==> src/design/ttip_pkg.sv <==
`timescale 1ns / 1ps

package ttip_pkg;

	// Datapath widths.
	localparam int VALUE_W  = 64;
	localparam int OFFSET_W = 16;
	localparam int RADIX_W  = 6;
	localparam int DIGIT_W  = 6;

	// Queue between the front and the back.
	localparam int Q_DEPTH = 4;
	localparam int Q_PTR_W = $clog2(Q_DEPTH);
	localparam int Q_CNT_W = $clog2(Q_DEPTH + 1);

	// Radix values.
	localparam logic [RADIX_W-1:0] RADIX_AUTO = 6'd0;
	localparam logic [RADIX_W-1:0] RADIX_OCT  = 6'd8;
	localparam logic [RADIX_W-1:0] RADIX_DEC  = 6'd10;
	localparam logic [RADIX_W-1:0] RADIX_HEX  = 6'd16;
	localparam logic [RADIX_W-1:0] RADIX_MAX  = 6'd36;

	// Digit code for a byte that is no digit at all.
	localparam logic [DIGIT_W-1:0] DIGIT_NONE = 6'd36;

	// Character codes.
	localparam logic [7:0] CH_TAB   = 8'h09;
	localparam logic [7:0] CH_CR    = 8'h0D;
	localparam logic [7:0] CH_SPACE = 8'h20;
	localparam logic [7:0] CH_PLUS  = 8'h2B;
	localparam logic [7:0] CH_MINUS = 8'h2D;
	localparam logic [7:0] CH_0     = 8'h30;
	localparam logic [7:0] CH_9     = 8'h39;
	localparam logic [7:0] CH_UA    = 8'h41;
	localparam logic [7:0] CH_UX    = 8'h58;
	localparam logic [7:0] CH_UZ    = 8'h5A;
	localparam logic [7:0] CH_LA    = 8'h61;
	localparam logic [7:0] CH_LX    = 8'h78;
	localparam logic [7:0] CH_LZ    = 8'h7A;

	// One classified byte as it travels from the front to the back.
	typedef struct packed {
		logic [DIGIT_W-1:0]  digit;
		logic                is_space;
		logic                is_plus;
		logic                is_minus;
		logic                is_zero;
		logic                is_x;
		logic                first;
		logic [RADIX_W-1:0]  radix;
		logic                uns;
		logic [OFFSET_W-1:0] pos;
		logic                last;
	} ttip_item_t;

	// Value of a digit character, or DIGIT_NONE for anything else.
	function automatic logic [DIGIT_W-1:0] digit_value(input logic [7:0] c);
		logic [7:0] t;
		begin
			t = 8'd36;
			if (c >= CH_0 && c <= CH_9) begin
				t = c - CH_0;
			end else if (c >= CH_UA && c <= CH_UZ) begin
				t = c - CH_UA + 8'd10;
			end else if (c >= CH_LA && c <= CH_LZ) begin
				t = c - CH_LA + 8'd10;
			end
			return t[DIGIT_W-1:0];
		end
	endfunction

endpackage

==> src/design/ttip_front.sv <==
`timescale 1ns / 1ps

module ttip_front (
	input  logic                        clk,
	input  logic                        arst_n,
	input  logic                        push,
	input  logic                        q_full,
	input  logic [7:0]                  char_code,
	input  logic [ttip_pkg::RADIX_W-1:0] radix,
	input  logic                        unsigned_mode,
	input  logic                        last,
	output logic                        q_push,
	output ttip_pkg::ttip_item_t        q_item
);
	import ttip_pkg::*;

	logic [OFFSET_W-1:0] pos_q;
	logic [RADIX_W-1:0]  radix_q;
	logic                uns_q;
	logic                first;
	logic [RADIX_W-1:0]  radix_eff;
	logic                uns_eff;
	logic [OFFSET_W-1:0] pos_after;

	assign q_push = push && !q_full;

	// The radix and mode are sampled on the first byte of a string.
	assign first     = (pos_q == '0);
	assign radix_eff = first ? ((radix > RADIX_MAX) ? RADIX_MAX : radix) : radix_q;
	assign uns_eff   = first ? unsigned_mode : uns_q;
	assign pos_after = (pos_q == '1) ? pos_q : pos_q + 1'b1;

	// Classify the byte.
	always_comb begin
		q_item          = '0;
		q_item.digit    = digit_value(char_code);
		q_item.is_space = (char_code == CH_SPACE) ||
			(char_code >= CH_TAB && char_code <= CH_CR);
		q_item.is_plus  = (char_code == CH_PLUS);
		q_item.is_minus = (char_code == CH_MINUS);
		q_item.is_zero  = (char_code == CH_0);
		q_item.is_x     = (char_code == CH_LX) || (char_code == CH_UX);
		q_item.first    = first;
		q_item.radix    = radix_eff;
		q_item.uns      = uns_eff;
		q_item.pos      = pos_after;
		q_item.last     = last;
	end

	// Byte position and sampled settings of the current string.
	always_ff @(posedge clk or negedge arst_n) begin
		if (!arst_n) begin
			pos_q   <= '0;
			radix_q <= '0;
			uns_q   <= 1'b0;
		end else if (q_push) begin
			pos_q   <= last ? '0 : pos_after;
			radix_q <= radix_eff;
			uns_q   <= uns_eff;
		end
	end

endmodule

==> src/design/ttip_queue.sv <==
`timescale 1ns / 1ps

module ttip_queue (
	input  logic                         clk,
	input  logic                         arst_n,
	input  logic                         wr_en,
	input  ttip_pkg::ttip_item_t         wr_item,
	input  logic                         rd_en,
	output ttip_pkg::ttip_item_t         rd_item,
	output logic                         full,
	output logic                         empty,
	output logic [ttip_pkg::Q_CNT_W-1:0] count
);
	import ttip_pkg::*;

	ttip_item_t         mem_q [Q_DEPTH];
	logic [Q_PTR_W-1:0] wr_ptr_q;
	logic [Q_PTR_W-1:0] rd_ptr_q;
	logic [Q_CNT_W-1:0] cnt_q;
	logic               do_wr;
	logic               do_rd;

	assign full    = (cnt_q == Q_CNT_W'(Q_DEPTH));
	assign empty   = (cnt_q == '0);
	assign count   = cnt_q;
	assign do_wr   = wr_en && !full;
	assign do_rd   = rd_en && !empty;
	assign rd_item = mem_q[rd_ptr_q];

	// Storage for the waiting items.
	always_ff @(posedge clk) begin
		if (do_wr) begin
			mem_q[wr_ptr_q] <= wr_item;
		end
	end

	// Pointers and fill count.
	always_ff @(posedge clk or negedge arst_n) begin
		if (!arst_n) begin
			wr_ptr_q <= '0;
			rd_ptr_q <= '0;
			cnt_q    <= '0;
		end else begin
			if (do_wr) begin
				wr_ptr_q <= (wr_ptr_q == Q_PTR_W'(Q_DEPTH - 1)) ? '0 : wr_ptr_q + 1'b1;
			end
			if (do_rd) begin
				rd_ptr_q <= (rd_ptr_q == Q_PTR_W'(Q_DEPTH - 1)) ? '0 : rd_ptr_q + 1'b1;
			end
			if (do_wr && !do_rd) begin
				cnt_q <= cnt_q + 1'b1;
			end else if (do_rd && !do_wr) begin
				cnt_q <= cnt_q - 1'b1;
			end
		end
	end

endmodule

==> src/design/ttip_back.sv <==
`timescale 1ns / 1ps

module ttip_back (
	input  logic                          clk,
	input  logic                          arst_n,
	input  logic                          q_empty,
	input  ttip_pkg::ttip_item_t          q_item,
	output logic                          q_pop,
	input  logic                          pop,
	output logic                          empty,
	output logic [ttip_pkg::VALUE_W-1:0]  value,
	output logic [ttip_pkg::OFFSET_W-1:0] end_offset,
	output logic                          range_error
);
	import ttip_pkg::*;

	localparam int PROD_W = VALUE_W + RADIX_W + 1;

	typedef enum logic [4:0] {
		PH_SKIP   = 5'b00001,
		PH_SIGN   = 5'b00010,
		PH_ZERO   = 5'b00100,
		PH_DIGITS = 5'b01000,
		PH_DONE   = 5'b10000
	} ttip_phase_t;

	ttip_phase_t         phase_q, phase_d;
	logic [VALUE_W-1:0]  acc_q, acc_d;
	logic                neg_q, neg_d;
	logic                ovf_q, ovf_d;
	logic [RADIX_W-1:0]  active_q, active_d;
	logic [OFFSET_W-1:0] stop_q, stop_d;

	logic                out_valid_q;
	logic [VALUE_W-1:0]  value_q;
	logic [OFFSET_W-1:0] offset_q;
	logic                rerr_q;

	logic                fire;
	logic [RADIX_W-1:0]  rb;
	logic                zero_prefix;
	logic                take_digit;
	logic [RADIX_W-1:0]  r_use;
	logic [VALUE_W-1:0]  lim;
	logic [PROD_W-1:0]   sum;
	logic                too_big;
	logic [VALUE_W-1:0]  result;

	// A last byte waits until the result register is free.
	assign fire  = !q_empty && (!q_item.last || !out_valid_q || pop);
	assign q_pop = fire;

	assign rb          = q_item.first ? q_item.radix : active_q;
	assign zero_prefix = q_item.is_zero && (rb == RADIX_AUTO || rb == RADIX_HEX);

	// Pick the radix that the byte is weighed in, if it is weighed at all.
	always_comb begin
		take_digit = 1'b0;
		r_use      = rb;
		case (phase_q)
			PH_SKIP: begin
				if (!q_item.is_space && !q_item.is_plus && !q_item.is_minus && !zero_prefix) begin
					take_digit = 1'b1;
					r_use      = (rb == RADIX_AUTO) ? RADIX_DEC : rb;
				end
			end
			PH_SIGN: begin
				if (!zero_prefix) begin
					take_digit = 1'b1;
					r_use      = (rb == RADIX_AUTO) ? RADIX_DEC : rb;
				end
			end
			PH_ZERO: begin
				if (!q_item.is_x) begin
					take_digit = 1'b1;
					r_use      = (rb == RADIX_AUTO) ? RADIX_OCT : rb;
				end
			end
			PH_DIGITS: begin
				take_digit = 1'b1;
			end
			default: begin
				take_digit = 1'b0;
			end
		endcase
	end

	// Multiply-accumulate with the overflow check against the mode's limit.
	assign lim = q_item.uns ? {VALUE_W{1'b1}} :
		({1'b0, {(VALUE_W-1){1'b1}}} + VALUE_W'(neg_q));
	assign sum = (PROD_W'(acc_q) * PROD_W'(r_use)) + PROD_W'(q_item.digit);
	assign too_big = (sum > PROD_W'(lim));

	// Next state of the string.
	always_comb begin
		phase_d  = phase_q;
		acc_d    = acc_q;
		neg_d    = neg_q;
		ovf_d    = ovf_q;
		active_d = rb;
		stop_d   = stop_q;
		case (phase_q)
			PH_SKIP: begin
				if (q_item.is_space) begin
					phase_d = PH_SKIP;
				end else if (q_item.is_plus || q_item.is_minus) begin
					neg_d   = q_item.is_minus;
					phase_d = PH_SIGN;
				end else if (zero_prefix) begin
					acc_d   = '0;
					stop_d  = q_item.pos;
					phase_d = PH_ZERO;
				end
			end
			PH_SIGN: begin
				if (zero_prefix) begin
					acc_d   = '0;
					stop_d  = q_item.pos;
					phase_d = PH_ZERO;
				end
			end
			PH_ZERO: begin
				if (q_item.is_x) begin
					active_d = RADIX_HEX;
					stop_d   = q_item.pos;
					phase_d  = PH_DIGITS;
				end
			end
			default: begin
				phase_d = phase_q;
			end
		endcase
		// A byte weighed as a digit either ends the number or extends it.
		if (take_digit) begin
			active_d = r_use;
			if (r_use == RADIX_AUTO || q_item.digit >= r_use) begin
				phase_d = PH_DONE;
			end else begin
				if (!ovf_q) begin
					if (too_big) begin
						ovf_d = 1'b1;
					end else begin
						acc_d = sum[VALUE_W-1:0];
					end
				end
				stop_d  = q_item.pos;
				phase_d = PH_DIGITS;
			end
		end
	end

	// Final value: saturated on overflow, otherwise the signed magnitude.
	always_comb begin
		if (ovf_d) begin
			if (q_item.uns) begin
				result = {VALUE_W{1'b1}};
			end else if (neg_d) begin
				result = {1'b1, {(VALUE_W-1){1'b0}}};
			end else begin
				result = {1'b0, {(VALUE_W-1){1'b1}}};
			end
		end else begin
			result = neg_d ? ('0 - acc_d) : acc_d;
		end
	end

	// String state; a last byte returns it to the reset state.
	always_ff @(posedge clk or negedge arst_n) begin
		if (!arst_n) begin
			phase_q  <= PH_SKIP;
			acc_q    <= '0;
			neg_q    <= 1'b0;
			ovf_q    <= 1'b0;
			active_q <= '0;
			stop_q   <= '0;
		end else if (fire) begin
			if (q_item.last) begin
				phase_q  <= PH_SKIP;
				acc_q    <= '0;
				neg_q    <= 1'b0;
				ovf_q    <= 1'b0;
				active_q <= '0;
				stop_q   <= '0;
			end else begin
				phase_q  <= phase_d;
				acc_q    <= acc_d;
				neg_q    <= neg_d;
				ovf_q    <= ovf_d;
				active_q <= active_d;
				stop_q   <= stop_d;
			end
		end
	end

	// Result register.
	always_ff @(posedge clk or negedge arst_n) begin
		if (!arst_n) begin
			out_valid_q <= 1'b0;
		end else if (fire && q_item.last) begin
			out_valid_q <= 1'b1;
		end else if (pop) begin
			out_valid_q <= 1'b0;
		end
	end

	always_ff @(posedge clk) begin
		if (fire && q_item.last) begin
			value_q  <= result;
			offset_q <= stop_d;
			rerr_q   <= ovf_d;
		end
	end

	assign empty       = !out_valid_q;
	assign value       = value_q;
	assign end_offset  = offset_q;
	assign range_error = rerr_q;

endmodule

==> src/design/text_to_integer_parser.sv <==
`timescale 1ns / 1ps

// Parses one string, fed a byte per item with last set on the final byte,
// like strtol or strtoul: leading whitespace, an optional sign, a 0x prefix
// or a leading 0 in automatic radix, then digits into a 64-bit value with
// sticky overflow. The radix and mode are sampled on the first byte. Each
// string gives one result: the value, the offset where parsing stopped and
// a range flag. The block takes one byte per cycle while the queue is not
// full; the front classifies the byte and a four-entry queue feeds the
// back, which folds one byte a cycle into the accumulator with one multiply
// by the radix. A result waits in a single output register, so a last byte
// stalls in the queue only while the previous result has not been popped; a
// last byte passes the queue and the result register to the result ports.
module text_to_integer_parser (
	input  logic                          clk,
	input  logic                          arst_n,
	input  logic                          push,
	output logic                          full,
	input  logic [7:0]                    char_code,
	input  logic [ttip_pkg::RADIX_W-1:0]  radix,
	input  logic                          unsigned_mode,
	input  logic                          last,
	output logic                          empty,
	input  logic                          pop,
	output logic [ttip_pkg::VALUE_W-1:0]  value,
	output logic [ttip_pkg::OFFSET_W-1:0] end_offset,
	output logic                          range_error
);
	import ttip_pkg::*;

	ttip_item_t         f_item;
	ttip_item_t         b_item;
	logic               f_push;
	logic               b_pop;
	logic               q_empty;
	logic [Q_CNT_W-1:0] q_count;

	// Front: sampling and classification of each byte.
	ttip_front u_front (
		.clk           (clk),
		.arst_n        (arst_n),
		.push          (push),
		.q_full        (full),
		.char_code     (char_code),
		.radix         (radix),
		.unsigned_mode (unsigned_mode),
		.last          (last),
		.q_push        (f_push),
		.q_item        (f_item)
	);

	// Queue between the two halves.
	ttip_queue u_queue (
		.clk     (clk),
		.arst_n  (arst_n),
		.wr_en   (f_push),
		.wr_item (f_item),
		.rd_en   (b_pop),
		.rd_item (b_item),
		.full    (full),
		.empty   (q_empty),
		.count   (q_count)
	);

	// Back: parse state, accumulator and result register.
	ttip_back u_back (
		.clk         (clk),
		.arst_n      (arst_n),
		.q_empty     (q_empty),
		.q_item      (b_item),
		.q_pop       (b_pop),
		.pop         (pop),
		.empty       (empty),
		.value       (value),
		.end_offset  (end_offset),
		.range_error (range_error)
	);

	// The queue never holds more items than it has entries.
	a_queue_bound: assert property (@(posedge clk) disable iff (!arst_n)
		q_count <= Q_CNT_W'(Q_DEPTH))
		else $error("queue count above its depth");

	// A range error always comes with one of the saturation values.
	a_range_saturates: assert property (@(posedge clk) disable iff (!arst_n)
		(!empty && range_error) |->
			(value == {VALUE_W{1'b1}} ||
			 value == {1'b1, {(VALUE_W-1){1'b0}}} ||
			 value == {1'b0, {(VALUE_W-1){1'b1}}}))
		else $error("range error without a saturated value");

	// The queue only drains while it holds items.
	a_pop_nonempty: assert property (@(posedge clk) disable iff (!arst_n)
		b_pop |-> !q_empty)
		else $error("back took an item from an empty queue");

endmodule

==> config.mk <==
export PLATFORM = sky130hd
export DESIGN_NAME = text_to_integer_parser
export DESIGN_NICKNAME = d
export VERILOG_FILES = /design/src/design/ttip_pkg.sv /design/src/design/ttip_front.sv /design/src/design/ttip_queue.sv /design/src/design/ttip_back.sv /design/src/design/text_to_integer_parser.sv
export SDC_FILE = /design/constraint.sdc
export NUM_CORES = 2
export LEC_CHECK = 0
export BUFFER_PORTS_ARGS = -buffer_cell sky130_fd_sc_hd__buf_2
export CORE_MARGIN = 2
export CORE_UTILIZATION = 28
export CTS_CLUSTER_DIAMETER = 100
export DETAILED_ROUTE_END_ITERATION = 8
export PLACE_DENSITY_LB_ADDON = 0.12
export SYNTH_ARGS = -nofsm -noshare
export SYNTH_HDL_FRONTEND = slang
export SYNTH_SLANG_ARGS = --single-unit
export TNS_END_PERCENT = 30
==> constraint.sdc <==
create_clock -name clk -period 16.4 [get_ports clk]
set_clock_uncertainty 0.15 [all_clocks]
set_input_delay 2.46 -clock clk [delete_from_list [all_inputs] [get_ports clk]]
set_output_delay 2.46 -clock clk [all_outputs]
set_load 0.01 [all_outputs]
==> parameters.txt <==
Parameter                              Value

Critical path
  Delay of the slowest critical-path stage ... 1.14 ns
  R2r worst-path depth ... 42
  CP max FO ... 30
  Crit path arrival time ... 15.10 ns
  Startpoint type of the worst setup path ... flop
  Critical path capture point type ... flop
  Required time reported for the critical path endpoint ... 16.57 ns
  Cell type of the slowest stage on the worst timing path ... a2111oi_1
  Critical Path Most Common Cell ... ha_1
  Type of the worst setup path ... flop to flop

Yosys
  Area share of and/or/nand/nor cells after synthesis ... 20.3%
  Fraction of synthesized cell area taken by the top area cell type ... a little under 20%
  Leading post-synthesis cells by cell area ... edfxtp_1 (20%), fa_1 (15%), dfrtp_1 (9.0%)
  Gate count after technology mapping ... 3640
  Xor/xnor share of the synthesized area ... approximately 1.8%
  Multiplexer share of the synthesized area ... 4.29%
  Number of different library cells in the post-synthesis netlist ... roughly 100
  Net count after synthesis ... between 4000 and 5000
  Most numerous cell in the Yosys netlist ... nand2_1
  Adder-cell area share of the yosys netlist ... 23.7%
  Top post-synthesis cells by count ... nand2_1 (444), and2_1 (268), fa_1 (253), ha_1 (239)
  Number of storage elements in the synthesis netlist ... 349
  Share of async-settable or async-resettable flops after synthesis ... 35.5%
  Sequential share of the synthesized area ... ~29%
  Cell area after technology mapping ... 34000 um^2
  Number of enable-type register cells in the synthesized netlist ... 225
  Post-synthesis cell type with the largest combined area ... edfxtp_1
  Count of synthesis-stage warnings from yosys ... 0
  Synth Area in Compound Gates ... 15.7%
  Dominant combinational cell family by area after synthesis ... adder cells
  Main flop type after synthesis ... edfxtp_1
  Synth Area per Inst ... between 9 and 10 um^2

Die
  Effective utilization at floorplan ... 28.3%
  Num ports ... 103
  Width of the chip ... 353 um
  Core outline area ... 120000 um^2
  Height of the die ... 353 um
  Number of core rows ... 127
  Area of the die ... 124000 um^2

Timing
  Count of final setup violators ... 0
  Pins over their slew limit ... 0
  Final min period ... 14.93 ns
  Unrepaired setup endpoints after global routing ... no
  Worst slew pin tran ... 1.39 ns
  Total Neg Setup Slack ... 0 ns
  Setup WS post-layout ... between 1 and 1.5 ns
  Worst hold slack across all endpoints ... 0.330 ns
  Slew headroom ... 7.04%
  Final period util ... 91.1%
  Final hold viol count ... 0
  Highest Clock Rate ... roughly 0.067 GHz

Place
  Half-perimeter wire length after placement ... 94000 um
  Buffers added on ports ... 102
  Placement-stage worst setup slack ... 1.45 ns
  Routability congestion estimate from global placement ... 0.906
  Area after detailed placement ... 36000 um^2

Final layout
  Number of nets in the final layout ... 4098
  Final instance area ... 37500 um^2
  Fraction of layout cells with a size suffix above 1 ... roughly a tenth
  Syn-to-layout area delta ... 10.1%

CTS
  Number of buffers between clock root and the deepest sink ... 3
  H-tree depth ... 2
  CTS tree ... done
  Total of hold buffers inserted after clock tree synthesis ... 0
  Post-CTS Setup Bufs ... 0
  Skew-Pair Late Insertion Delay ... ~0.63 ns
  CTS Buf Count ... between 40 and 50
  Number of sinks on the clock net ... 349
  Master cell of the clock root buffer ... clkbuf_16
  Clock-pin slew on the worst setup and hold paths ... 0.06 ns
  Post_cts resized ... 0

Outcome
  Result of the run ... finished, final reports clean

Routing
  DR WL/cell ... 24.3 um
  Antenna viol nets, final ... 0
  DR DRC count ... 0
  Detailed-router iteration count before antenna repair ... 5
  Avg Vias per Cell ... 5.34
  Violation count after the first detailed-route iteration ... ~2100
  Total via count after detailed routing ... 28000
  Total detailed-routing wirelength ... approximately 130000 um

Global routing
  Grt total ovfl ... 0
  Pin count of the biggest net entering global routing ... 63
  Number of antenna violations at the first check in global routing ... 0
  Via count of the first global-routing pass ... roughly 29000
  Global-route wire length before repair ... 194000 um
  Total routing resource utilization after global routing ... about 20%

Power
  Final Total Pwr ... 0.00540 W
  Leak pwr ... 17.1 nW
  VDD IR-drop max ... 0.000124 V
  PD cells ... 144 nW/um^2

Job
  Count of max-cap constraint violations ... 0

Min path
  Class of the worst hold path ... flop to flop
  Number of stages on the worst hold path ... 2
==> layer usage <==
metal	vias to the layer above	wire length [um]	track usage (%)
met4	0	2580	4.30
met2	778	57400	32.1
met5	-	0	0
met1	14200	61000	29.3
met3	130	6440	2.64
li1	12800	-	-
==> per-stage QoR <==
| step | std cells | util, % |
|---|---|---|
| finish | 5235 | 31.2 |
| floorplan | 3640 | - |
| global route | 5233 | 31.2 |
| global placement | 5153 | 30.0 |
| CTS | 5233 | 31.2 |
| detailed placement | 5153 | 30.0 |
==> report_power, final <==
part / switching [W] / internal, W / total, W
combinational: 0.00210 / 0.000848 / 0.00295
sequential: 0.000167 / 0.00129 / 0.00146
clock: 0.000441 / 0.000549 / 0.000991
total: 0.00271 / 0.00269 / 0.00540
==> sequential cells by signal, indices dropped and copies added, names as in the netlist <==
| register | flops |
|---|---|
| u_queue.rd_ptr_q | 2 |
| u_back.value | 64 |
| u_front.uns_q | 1 |
| u_queue.mem_q | 144 |
| u_queue.wr_ptr_q | 2 |
| u_back.active_q | 6 |
| u_back.stop_q | 16 |
| u_back.range_error | 1 |
| u_queue.count | 3 |
| u_back.out_valid_q | 1 |
| u_front.pos_q | 16 |
| u_back.acc_q | 64 |
| u_back.ovf_q | 1 |
| u_back.end_offset | 16 |
| u_back.phase_q | 5 |
| u_back.neg_q | 1 |
| u_front.radix_q | 6 |
==> critical path: cells and delay by family (launching register included) <==
family / cells / cell delay, ns
AO/OA/AOI/OAI: 14 / 3.73
XOR/XNOR: 1 / 0.29
adder cells (fa/ha/maj): 7 / 3.12
buffers and inverters: 5 / 1.32
flip-flops: 1 / 0.78
multiplexers: 2 / 0.83
AND/OR/NAND/NOR: 13 / 4.33
==> area by class of cell <==
class / instances / area (um^2)
diodes: 2 / 5.00
clock buffers: 51 / 1130
clock inverters: 29 / 310
fillers: 12600 / 82800
inverters: 217 / 815
multi-input cells: 2832 / 22500
flip-flops and latches: 349 / 9860
well taps: 1612 / 2020
repair buffers: 143 / 825
==> worst paths after layout <==
check,end,slack (ns),startpoint
setup / recovery,u_back.value[56],1.47,u_queue.rd_ptr_q[0]
hold / removal,u_front.radix_q[5],0.33,u_front.radix_q[5]
hold reg to reg,u_front.radix_q[5],0.33,u_front.radix_q[5]
setup reg to reg,u_back.value[56],1.47,u_queue.rd_ptr_q[0]
max in group asynchronous,u_back.acc_q[49],13.27,arst_n
min in group asynchronous,u_back.stop_q[1],1.65,arst_n
==> logic make-up (layout without fill, tap and decap cells) <==
logic type               after synthesis  count (layout)
AO/OA/AOI/OAI                        823             823
XOR/XNOR                              69              69
adder cells (fa/ha/maj)              492             492
buffers and inverters                459             440
flip-flops                           349             349
multiplexers                          97              97
other                                  0               2
AND/OR/NAND/NOR                     1351            1351
==> cells in the final DEF (no fill, tap or decap), types with 41 or more instances in the layout <==
cell         n
nand2_1    442
nand3_1     68
edfxtp_1   225
a22o_1      56
dfrtp_1    121
buf_4       41
inv_1      215
nor3_1      62
nor2_1     190
nand4_1     67
o21ai_0    190
a21o_1      46
clkbuf_16   43
and2_1     264
buf_2      101
a21oi_1    224
ha_1       239
and3_1      42
fa_1       253
Note: power is estimated with default switching activity, not from simulation.
